==> src/skc_pkg.sv <==
package skc_pkg;

    localparam int MAX_ENTRIES   = 128;
    localparam int MAX_ENTRY_LEN = 32;
    localparam int IDX_W         = $clog2(MAX_ENTRIES);
    localparam int POS_W         = $clog2(MAX_ENTRY_LEN);
    localparam int LEN_W         = POS_W + 1;

    localparam logic [1:0] ACT_LOAD = 2'd0;
    localparam logic [1:0] ACT_TEXT = 2'd1;
    localparam logic [1:0] ACT_END  = 2'd2;

    localparam logic [7:0] CH_DOT   = 8'h2E;
    localparam logic [7:0] CH_SPACE = 8'h20;
    localparam logic [7:0] CH_COMMA = 8'h2C;
    localparam logic [7:0] CH_APOS  = 8'h27;

    // Control broadcast from the top level to every cell
    typedef struct packed {
        logic             load_en;
        logic [IDX_W-1:0] load_entry;
        logic [POS_W-1:0] load_pos;
        logic [7:0]       load_char;
        logic             load_final;
        logic             scan_en;
        logic [7:0]       scan_char;
        logic             delim;
        logic             after_delim;
        logic             dot;
        logic             clear;
        logic             shift;
    } skc_bcast_t;

    function automatic logic [7:0] fold_lower(input logic [7:0] c);
        return (c >= 8'h41 && c <= 8'h5A) ? c + 8'd32 : c;
    endfunction

    function automatic logic [7:0] fold_upper(input logic [7:0] c);
        return (c >= 8'h61 && c <= 8'h7A) ? c - 8'd32 : c;
    endfunction

endpackage

==> src/skc_cell.sv <==
module skc_cell (
    input  logic                     aclk,
    input  logic                     aresetn,
    input  logic [skc_pkg::IDX_W-1:0] cell_idx,
    input  skc_pkg::skc_bcast_t      bc,
    input  logic                     tally_in,
    output logic                     tally_out
);
    import skc_pkg::*;

    logic [7:0]             chars_reg [MAX_ENTRY_LEN];
    logic [LEN_W-1:0]       len_reg, len_next;
    logic [MAX_ENTRY_LEN-1:0] pm_reg, pm_next;
    logic                   pend_reg, pend_next;
    logic                   found_reg, found_next;
    logic                   tally_reg, tally_next;
    logic [MAX_ENTRY_LEN-1:0] eq;
    logic [MAX_ENTRY_LEN-1:0] bits;
    logic                   full;
    logic                   load_here;

    assign load_here = bc.load_en && (bc.load_entry == cell_idx);

    // character compare per position, limited to the entry length
    always_comb begin
        for (int k = 0; k < MAX_ENTRY_LEN; k++) begin
            eq[k] = (chars_reg[k] == bc.scan_char) && (LEN_W'(k) < len_reg);
        end
        bits = ((pm_reg << 1) | MAX_ENTRY_LEN'(bc.after_delim)) & eq;
        full = (len_reg != '0) && bits[POS_W'(len_reg - LEN_W'(1))];
    end

    // next state of the matching cell
    always_comb begin
        len_next   = len_reg;
        pm_next    = pm_reg;
        pend_next  = pend_reg;
        found_next = found_reg;
        tally_next = tally_reg;
        if (load_here && bc.load_final) begin
            len_next = LEN_W'(bc.load_pos) + LEN_W'(1);
        end
        if (bc.scan_en) begin
            found_next = found_reg | (pend_reg & bc.delim);
            pend_next  = 1'b0;
            pm_next    = bits;
            if (full) begin
                if (bc.dot) found_next = 1'b1;
                else        pend_next  = 1'b1;
            end
            if (bc.dot) begin
                tally_next = found_next;
                pm_next    = '0;
                pend_next  = 1'b0;
                found_next = 1'b0;
            end
        end
        if (bc.clear) begin
            pm_next    = '0;
            pend_next  = 1'b0;
            found_next = 1'b0;
        end
        if (bc.shift) begin
            tally_next = tally_in;
        end
    end

    always_ff @(posedge aclk) begin
        if (!aresetn) begin
            len_reg   <= '0;
            pm_reg    <= '0;
            pend_reg  <= 1'b0;
            found_reg <= 1'b0;
            tally_reg <= 1'b0;
        end else begin
            len_reg   <= len_next;
            pm_reg    <= pm_next;
            pend_reg  <= pend_next;
            found_reg <= found_next;
            tally_reg <= tally_next;
        end
    end

    // dictionary characters, stored case-folded
    always_ff @(posedge aclk) begin
        if (load_here) begin
            chars_reg[bc.load_pos] <= fold_lower(bc.load_char);
        end
    end

    assign tally_out = tally_reg;

endmodule

==> config.mk <==
export PLATFORM = sky130hd
export DESIGN_NAME = skc_cell
export DESIGN_NICKNAME = d
export VERILOG_FILES = /design/src/skc_pkg.sv /design/src/skc_cell.sv
export SDC_FILE = /design/constraint.sdc
export NUM_CORES = 1
export LEC_CHECK = 0
export ABC_AREA = 1
export BUFFER_PORTS_ARGS = -buffer_cell sky130_fd_sc_hd__buf_2
export CORE_MARGIN = 4
export CORE_UTILIZATION = 45
export DETAILED_ROUTE_END_ITERATION = 8
export PLACE_DENSITY = 0.64
export REMOVE_ABC_BUFFERS = 1
export SYNTH_ARGS = -nofsm -noshare
export SYNTH_HDL_FRONTEND = slang
export SYNTH_SLANG_ARGS = --single-unit
export TNS_END_PERCENT = 1
==> constraint.sdc <==
create_clock -name aclk -period 5.8 [get_ports aclk]
set_input_delay 1.16 -clock aclk [delete_from_list [all_inputs] [get_ports aclk]]
set_output_delay 1.16 -clock aclk [all_outputs]
set_load 0.1 [all_outputs]
== Yosys cells after proc, flatten, opt, wreduce, memory -nomap -nowiden ==
Memories as Yosys holds them, arrays and structs flattened.
Cells that the tools add are included.
Word-level totals
  output and inout bits: 1
  logic and storage cells: 137
  memories kept: 1
  input bits: 46
  memory bits (writable): 256
  register bits after elaboration: 40
Cells by class
  $add $sub $neg: 3
  order comparisons: 35
  eq/ne operators: 33
  reduce and logical (&&, ||, !) cells: 41
  mux-type cells: 14
  bitwise operators: 5
Memories
  chars_reg: depth 32, bits a word 8, read ports 32, clocked after memory_dff 0, write ports 1, line skc_cell.sv:11  | logic [7:0] chars_reg [MAX_ENTRY_LEN];
Operators by type and width (number)
  8-bit equality test: 32
  5-bit by 6-bit less-than comparator with 1-bit output (first input constant): 16
  4-bit by 6-bit less-than comparator with 1-bit output (first input constant): 8
  1-bit logical AND: 36
  32-bit bitwise AND: 1
  32-bit by 1-bit OR with 32-bit output: 1
  31-bit two-way mux: 1
  3-bit by 6-bit less-than comparator with 1-bit output (first input constant): 4
  1-bit by 6-bit less-than comparator with 1-bit output (first input constant): 2
  2-bit by 6-bit less-than comparator with 1-bit output (first input constant): 2
  1-bit two-way mux: 11
  8-bit by 6-bit adder with 8-bit output (second input constant): 1
  8-bit by 7-bit >= comparator with 1-bit output (second input constant): 1
  8-bit by 7-bit less-or-equal comparator with 1-bit output (second input constant): 1
  8-bit two-way mux: 1
  7-bit equality test: 1
  5-bit by 1-bit adder with 6-bit output (second input constant): 1
  5-bit by 6-bit less-than comparator with 1-bit output (second input constant): 1
  6-bit nonzero test: 1
  1-bit binary-select mux with 5-bit select: 1
  5-bit by 1-bit subtractor with 5-bit output (second input constant): 1
  2-bit nonzero test: 2
  2-bit AND reduction: 1
  2-bit OR reduction: 1
  3 further kinds: 3

== Depth between registers and ports, before layout ==
Gate-level depths: netlist of run 1.
An unclocked memory read counts as a cell.
  depth after elaboration: 11
  depth in mapped cells: 20
  gate-level depth less buffers: 18

== Worst setup path before layout of run 1 ==
OpenSTA, ideal clock, no wires.
  kind: input-to-reg
  start: input port bc[22] (netlist bit)
  end: memory chars_reg[0][7], data pin
  required time: 5.432 ns
  library setup time: 0.368 ns
  slack: 3.071 ns
  arrival time: 2.361 ns
  buffers on the path: 0
  cell stages on the path: 3
  cell sequence: nor3_1 -> o211ai_1 -> o21bai_1
Between the ends
  word-level cells in the longest chain between the ends: 3
  elaborated cells on any way between the ends: 5
  classes of those cells: 1 x add/sub; 2 x order compare; 1 x mux; 1 x reduce/logical
RTL lines
  start, declared: line skc_cell.sv:5  | input skc_pkg::skc_bcast_t bc,
  8-bit by 7-bit >= comparator with 1-bit output or 8-bit by 7-bit less-or-equal comparator with 1-bit output (tied branches): line skc_pkg.sv:35  | return (c >= 8'h41 && c <= 8'h5A) ? c + 8'd32 : c;
  1-bit logical AND: line skc_pkg.sv:35
  8-bit two-way mux (*): line skc_pkg.sv:35
  end, declared: line skc_cell.sv:11
Mark *: on every way between the ends. The rest lies on a longest branch, timed or not.

== Final worst setup path of run 1 ==
  start: input port bc[8] (netlist bit)
  end: register tally_reg (netlist: tally_out)
Between the ends
  word-level cells in the longest chain between the ends: 10
  elaborated cells on any way between the ends: 72
  classes of those cells: 32 x eq/ne; 6 x mux; 1 x bitwise; 33 x reduce/logical
RTL lines
  8-bit equality test: line skc_cell.sv:27  | eq[k] = (chars_reg[k] == bc.scan_char) && (LEN_W'(k) < len_reg);
  1-bit logical AND: line skc_cell.sv:27
  32-bit bitwise AND (*): line skc_cell.sv:29  | bits = ((pm_reg << 1) | MAX_ENTRY_LEN'(bc.after_delim)) & eq;
  1-bit binary-select mux with 5-bit select (*): line skc_cell.sv:30  | full = (len_reg != '0) && bits[POS_W'(len_reg - LEN_W'(1))];
  1-bit two-way mux (implied by the code) (*): line skc_cell.sv:30
  1-bit logical AND (*): line skc_cell.sv:30
  1-bit two-way mux (*): line skc_cell.sv:47  | if (full) begin
  1-bit two-way mux (*): line skc_cell.sv:51  | if (bc.dot) begin
  1-bit two-way mux (*): line skc_cell.sv:43  | if (bc.scan_en) begin
  1-bit two-way mux (*): line skc_cell.sv:63  | if (bc.shift) begin
  end signal, assigned: line skc_cell.sv:80  | tally_reg <= tally_next;
  end, declared: line skc_cell.sv:16  | logic tally_reg, tally_next;
Mark *: on every way between the ends. The rest lies on a longest branch, timed or not. The select of a mux whose other input is x is not followed.
A chain may end at the register's enable or synchronous reset.

==> results of run 1 <==
==> worst register-to-register path, delay by kind of cell (launching register included) <==
family,cells,cell delay [ns]
xor+xnor,1,0.57
buf+inv,2,0.67
fa+ha+maj,1,0.46
flops,1,0.43
simple gates,7,0.70
compound gates,1,0.05
==> area by class of cell <==
class                      count  area (sq um)
fill                        3054         16200
sequential                   296          8490
multi-input combinational   1150          5170
clock buffer                  51           901
inverter                     207           787
tap                          442           553
timing repair buffer          65           373
clock inverter                 6          55.1
==> worst max path at each step <==
stage | cells past startpoint | endpoint | slack [ns]
2_1_floorplan | 4 | pm_reg[11] | 2.54
3_3_place_gp | 15 | tally_out | 2.20
3_5_place_dp | 15 | tally_out | 2.19
4_1_cts | 15 | tally_out | 2.77
5_1_grt | 15 | tally_out | 2.51
6_report | 15 | tally_out | 2.70
==> power groups by stage <==
stage	logic, uW	clock network [uW]	registers, uW
after global placement	300	0	2360
after global routing	331	2020	2310
after floorplan	129	0	2360
after detailed placement	304	0	2360
after CTS	305	1920	2310
final	306	1900	2310
==> cell families (layout without fill, tap and decap cells) <==
logic type                 count (synthesis)  count (layout)  share of synthesized area [%]
and+or+nand+nor                          968             968                           26.2
DFF                                      296             296                           57.3
buffers and inverters                    268             329                           7.87
AOI/OAI and AO/OA                        109             109                           4.06
xor gates and xnor gates                  66              66                           3.90
adders and majority gates                  7               7                          0.591
==> cell usage after synthesis (all sizes together) <==
master / n / area share (%)
o21a: 4 / 0.20
clkbuf: 14 / 0.35
o21ai: 45 / 1.5
a21boi: 6 / 0.30
nand2: 594 / 15
xor2: 20 / 1.2
clkinv: 10 / 0.25
o21bai: 2 / 0.10
nor2: 212 / 5.4
a211oi: 4 / 0.20
nor3b: 1 / 0.051
dfxtp: 40 / 5.4
nand3: 128 / 4.3
buf: 47 / 2.2
inv: 197 / 5.1
nor3: 9 / 0.37
or2: 11 / 0.46
nand3b: 2 / 0.10
a22o: 1 / 0.059
nor4: 1 / 0.042
xnor2: 46 / 2.7
a21oi: 42 / 1.4
nand4: 10 / 0.42
edfxtp: 256 / 52
o211ai: 5 / 0.25
ha: 7 / 0.59
==> cells in the final DEF (no fill, tap or decap), types with 15 or more instances in the layout <==
cell type,n
a21oi_1,42
buf_2,46
nand3_1,128
xnor2_1,46
buf_4,19
nand2_1,594
dfxtp_1,40
o21ai_1,23
inv_1,184
o21ai_0,22
clkbuf_1,15
xor2_1,20
edfxtp_1,256
nor2_1,208
clkbuf_16,31
==> metal layers <==
| metal | global-route usage [%] | wire [um] | up-vias |
|---|---|---|---|
| li1 | - | - | 5548 |
| met1 | 33.7 | 18700 | 5555 |
| met2 | 42.4 | 21500 | 501 |
| met3 | 3.37 | 3670 | 90 |
| met4 | 6.46 | 1170 | 0 |
| met5 | 0 | 0 | - |
==> stage by stage <==
step / hold WS [ns] / setup slack, ns / util [%]
after floorplan: 0.441 / 2.54 / -
after global placement: 0.453 / 2.20 / 47.3
after detailed placement: 0.456 / 2.19 / 47.3
after CTS: 0.464 / 2.77 / 50.2
after global routing: 0.483 / 2.51 / 50.2
final: 0.463 / 2.70 / 50.2
==> impl.org, run 1 <==
** CTS
- TritonCTS created 31 clock buffers.
- Later-pin clock latency in the skew report :: 0.56 ns
- Buffers added to address setup during post-CTS repair amount to 0.
- After clock tree synthesis, the clock-pin slew on the worst setup and hold paths is 0.06 ns.
- Clock tree synthesis selected as its root buffer the cell clkbuf_16.
- CTS built an H-tree with a depth of 1.
- After clock tree synthesis, the repair step resized 0 gates.
- Number of clock sinks :: 296
- CTS tree :: yes
- Clock Path Buffers :: 3
- Buffers inserted to repair hold after CTS numbered 0.

** Timing
- Final critical delay including setup and external delays :: ~3.1 ns
- On the final layout, the worst clock skew is 0.0134 ns.
- Peak clock frequency supported by timing :: 323 MHz
- Headroom to the max-slew limit came out at around a quarter.
- Final Hold Viols :: 0
- Final Max Tran Viols :: 0
- Setup repair after global routing missed its margin :: no
- Ratio of final minimum period to clock period :: 53.4%
- Setup violations remaining at the end of the flow were counted as 0.
- Pin slew with the least headroom to its limit :: 1.14 ns
- Final total negative setup slack :: 0 ns

** Worst setup path
- At the worst endpoint, the required time is 6.30 ns.
- Beginning of the worst register-to-register path :: len_reg[1]
- Along the worst path, the maximum fanout reaches 19.
- End of the worst register-to-register path :: tally_out
- Number of cells on the worst reg-to-reg path :: 12
- Walking the worst path, the cells encountered are buf_2 > buf_4 > xnor2_1 > nand2_1 > nor2_1 > nand3_1 > nand3_1 > nand3_1 > nand3_1 > nand3_1 > nand2_1 > nand2_1 > nand2_1 > nand2_1 > a21oi_1.
- Delay contributed by the slowest stage of the critical path :: 0.46 ns
- For the worst setup path, the data arrival time is 3.60 ns.
- Worst setup path class :: input pin to flip-flop
- Kind of cell with the highest combined delay on the critical path :: simple AND/OR/NAND/NOR gates
- On the critical path, the stage with the largest delay is an instance of buf_2.
- STA classifies the critical path startpoint as an input pin.
- Critical path buffers and inverters :: 2
- The most critical setup path has its startpoint at bc[8].
- FF-to-FF setup slack :: 2.80 ns
- The worst setup path is captured at a flip-flop.

** Run
- Count of max-cap constraint violations :: 0

** GRT
- Maximum number of pins on one net before global-route repair :: 44
- Global Route Usage Sum :: 24.8%
- The initial antenna violation count was 0.
- The first global-routing pass estimated around 68000 um of wire.
- Total overflow reported by the global router :: 0
- The number of global-route vias before repair was 11400.

** Floorplan
- After floorplanning, the core was sized to cover approximately 33000 sq um.
- Die width :: roughly 190 um
- In this run the vertical extent of the chip is about 190 um.
- Once the floorplan was initialized, standard cells occupied 45.5% of the core.
- Site Rows :: 66
- Total I/O pin count :: 47
- DIE AREA :: 35900 sq um

** Layout
- From synthesis to final layout, the design area changed by 10.3%.
- Final Non-Filler Cells :: approximately 2200
- The register with the most flip-flops in the layout has 256 of them.
- With fillers left out, the area of the finished cells amounts to 16300 sq um.
- Cells with a size suffix above 1 make up 7.72% of the layout.
- Number of antenna diodes :: 0
- Net count of the finished layout :: 1804

** Routing
- After detailed routing, the number of remaining DRC violations is 0.
- Wirelength per Cell :: around 20 um
- Once detail routing completed, the nets flagged for antenna violations numbered 0.
- For this run, the detailed router's first-pass iteration total came to 6.
- Detailed-route wire length :: 45000 um
- Routed vias/inst :: around 5.3
- Across all layers, the routed design uses 11700 vias.
- The detailed router finished its first iteration with 1109 violations.

** Worst hold path
- Cell depth of the worst hold path :: 2
- The worst hold path begins at tally_out.
- WHS Endpoint :: tally_out
- Class of the tightest hold or removal check :: flip-flop to flip-flop

** Power
- The share of total power dissipated in combinational logic is 6.8%.
- The worst-case IR drop observed on VDD is 193 uV.
- Net Sw Power :: between 1000 and 1500 uW
- Flop pwr share :: 51.2%
- Switching portion of total power :: 23.1%
- Post-layout power :: 4520 uW
- Clock network fraction of total power :: 42.1%
- Cell-internal power :: 3480 uW
- Summed over all cells, the static leakage comes to 0.00672 uW.
- Power per unit of standard cell area :: 277 nW/um^2

** Placed design
- Buffers placed on the I/O ports in this run total 46.
- GP Congestion :: between 0.8 and 0.9
- Inst Count DP :: about 2200
- Post-detail-place hpwl :: 26500 um
- Total placed instance area :: about 15000 sq um

** Synth
- After synthesis the netlist holds a flip-flop and latch count of 296.
- Synth warnings :: 0
- The share of the Yosys chip area taken by registers is 57.3%.
- Each instance of the synthesized netlist takes up on average 8.64 sq um.
- Number of standard cells after synthesis :: 1714
- Summed instance area of the synthesized netlist :: 14800 sq um
- Synth unique cells :: 36

** Status
- The flow ran to the end, and the final reports show no timing, DRC or antenna violations.
(Power assumes the default switching activity.)
==> inputs of run 2 (changes only) <==
--- a/config.mk
+++ b/config.mk
@@ -10,7 +10,7 @@
 export CORE_MARGIN = 4
 export CORE_UTILIZATION = 45
 export DETAILED_ROUTE_END_ITERATION = 8
-export PLACE_DENSITY = 0.64
+export PLACE_DENSITY = 0.66
 export REMOVE_ABC_BUFFERS = 1
 export SYNTH_ARGS = -nofsm -noshare
 export SYNTH_HDL_FRONTEND = slang
==> constraint.sdc (replaced) <==
create_clock -name aclk -period 2.5 [get_ports aclk]
set_input_delay 0.5 -clock aclk [delete_from_list [all_inputs] [get_ports aclk]]
set_output_delay 0.5 -clock aclk [all_outputs]
set_load 0.1 [all_outputs]
==> impl.org, run 2 (synthesis gave the netlist of run 1 again) <==
** Status
- The run finished with clean final reports.

** Routing
- Number of DRC markers after the initial detailed-route iteration :: around 1300
- Detailed-route wire length :: 45100 um
- Antenna Violating Nets Remaining :: 0
- In the routed layout, each cell is associated on average with a via count of 5.25.
- The pre-antenna-repair detailed-routing pass consisted of 7 iterations.
- In the routed design, unresolved DRC markers number 0.
- The final route contains 12000 vias.
- In the final routed layout, each cell accounts on average for 19.7 um.

** Placed design
- Input and output buffers added on the ports amount to 46.
- The congestion estimate from routability-driven global placement came to 0.946.
- Detailed placement ended at an HPWL of 28900 um.
- Before CTS, the worst setup slack after placement is roughly 0.094 ns.

** Floorplan
- Site Rows :: 66
- Total I/O pin count :: 47
- Measured along the y axis, the die boundary spans 189 um.
- From left edge to right edge, the die measures 189 um.
- The initial utilization of the core area, before any placement, comes to between 40 and 50%.
- In this run the standard cell core region covers 32500 sq um.
- DIE AREA :: about 36000 sq um

** Layout
- Max FFs per register :: 256
- Number of antenna diodes :: 0
- Area of the multi-input gates :: 5160 sq um
- The post-route netlist has between 10% and 20% of its cells at a drive strength greater than 1.
- Net count of the finished layout :: approximately 1900
- Fill cell total of the finished layout :: 3002
- Across the whole layout, storage elements account for 8490 sq um.
- The library cells used most frequently in the layout, excluding fill and tap cells, are nand2_1, edfxtp_1, nor2_1, inv_1, nand3_1.
- Most common cell after layout, fill and taps aside :: nand2_1
- Synthesis-to-layout area growth :: 16.2%

** CTS
- Number of clock sinks :: 296
- Number of buffers added by the clock tree synthesis step :: 31
- Once the clock tree was built, the setup fixing pass inserted 0 buffers.
- Clock Path Buffers :: 3
- Clk slew on worst S/H paths :: 0.06 ns
- For the worst-skew pair, the clock arrives at the later sink with an insertion delay of 0.58 ns.
- After clock tree synthesis, the repair step resized 0 gates.
- CTS built an H-tree with a depth of 1.
- Hold repair after CTS inserted 0 buffers.
- In this run the clock root is driven by a clkbuf_16.
- CTS tree :: yes

** Worst setup path
- Required time at the endpoint of the critical path :: 2.94 ns
- Worst setup path class :: flip-flop to flip-flop
- Maximum fanout along the worst path :: 7
- Endpoint kind of the worst setup timing path :: flip-flop
- For the worst setup path, the data arrival time is 2.77 ns.
- Crit start category :: flip-flop

** Power
- Post-layout power :: 10700 uW
- P_leak :: 0.00723 uW
- The worst-case IR drop observed on VDD is 489 uV.
- In this run the power density over the cells is 621 nW/um^2.

** Timing
- Slack of the critical path :: 0.173 ns
- For the pin with the worst max-slew slack, the measured transition is 0.567 ns.
- Dividing the final minimum period by the clock period gives slightly above 90%.
- Setup violations remaining at the end of the flow were counted as 0.
- The max-slew violation count came to 0.
- Final Hold Viols :: 0
- Timing would allow up to 430 MHz.
- Final critical delay including setup and external delays :: 2.33 ns
- The clock arrives with 0.0187 ns of skew.
- Setup repair after global routing missed its margin :: no
- Max-Slew Margin vs Limit :: 62.2%

** GRT
- The initial antenna violation count came to 0.
- Global Route Usage Sum :: 25.0%
- Total overflow reported by the global router :: 0
- The first global-routing pass estimated 68800 um of wire.
- Maximum number of pins on one net before global-route repair :: 34
- Number of global-route vias before repair :: 11900

** Run
- Count of max-cap constraint violations :: 0

** Worst hold path
- Class of the tightest hold or removal check :: input pin to flip-flop
-- run 2: cell count changes in the layout (fill, tap and decap cells not counted), sizes merged --
cell and change:
buf +76, bufinv +1, clkbuf -7, clkinv +6, inv +1
-- run 2: layout make-up --
cell class / instances / share of cell area (%)
inverter: 207 / 4.57
tap: 442 / 3.21
timing repair buffer: 141 / 7.15
multi-input combinational: 1150 / 30.0
clock buffer: 44 / 5.02
clock inverter: 14 / 0.698
sequential: 296 / 49.3
-- run 2: layer usage --
layer | routed length (um) | GRT usage, % | up-vias
met2 | 21400 | 42.2 | 570
li1 | - | - | 5703
met3 | 3720 | 3.45 | 108
met1 | 18300 | 33.3 | 5664
met5 | 0 | 0 | -
met4 | 1640 | 8.38 | 0
-- run 2: worst paths after layout --
check	cells past startpoint	slack [ns]	start	end
min	3	0.23	aresetn	len_reg[2]
max reg2reg	17	0.17	len_reg[5]	tally_out
min reg2reg	2	0.46	tally_out	tally_out
max	17	0.17	len_reg[5]	tally_out
-- run 2: stage by stage --
step                      std cells  utilization [%]  hold slack [ns]  instance area [sq um]  TNS, ns
after floorplan                1653                -            0.441                  14400    -2.41
after global placement         2236             49.9            0.450                  16200        0
after detailed placement       2236             49.9            0.452                  16200        0
after CTS                      2294             52.9            0.209                  17200        0
after global routing           2294             52.9            0.219                  17200        0
final                          2294             52.9            0.232                  17200        0
-- run 2: critical path, stage by stage (launching register included) --
cell	delay (ns)
dfxtp_1	0.35
nor2_1	0.40
buf_4	0.24
nand2_1	0.16
inv_1	0.09
nor2_1	0.04
nand2_1	0.06
nor2_1	0.05
nand3_1	0.08
nand3_1	0.11
nand3_1	0.10
nand3_1	0.08
nand3_1	0.10
nand2_1	0.11
nand2_1	0.08
nand2_1	0.04
nand2_1	0.06
a21oi_1	0.05
-- run 2: report_power, final --
part	switching (uW)	total (uW)	internal, uW
Clock	1920	4520	2600
Combinational	548	793	245
Sequential	1.54	5370	5370
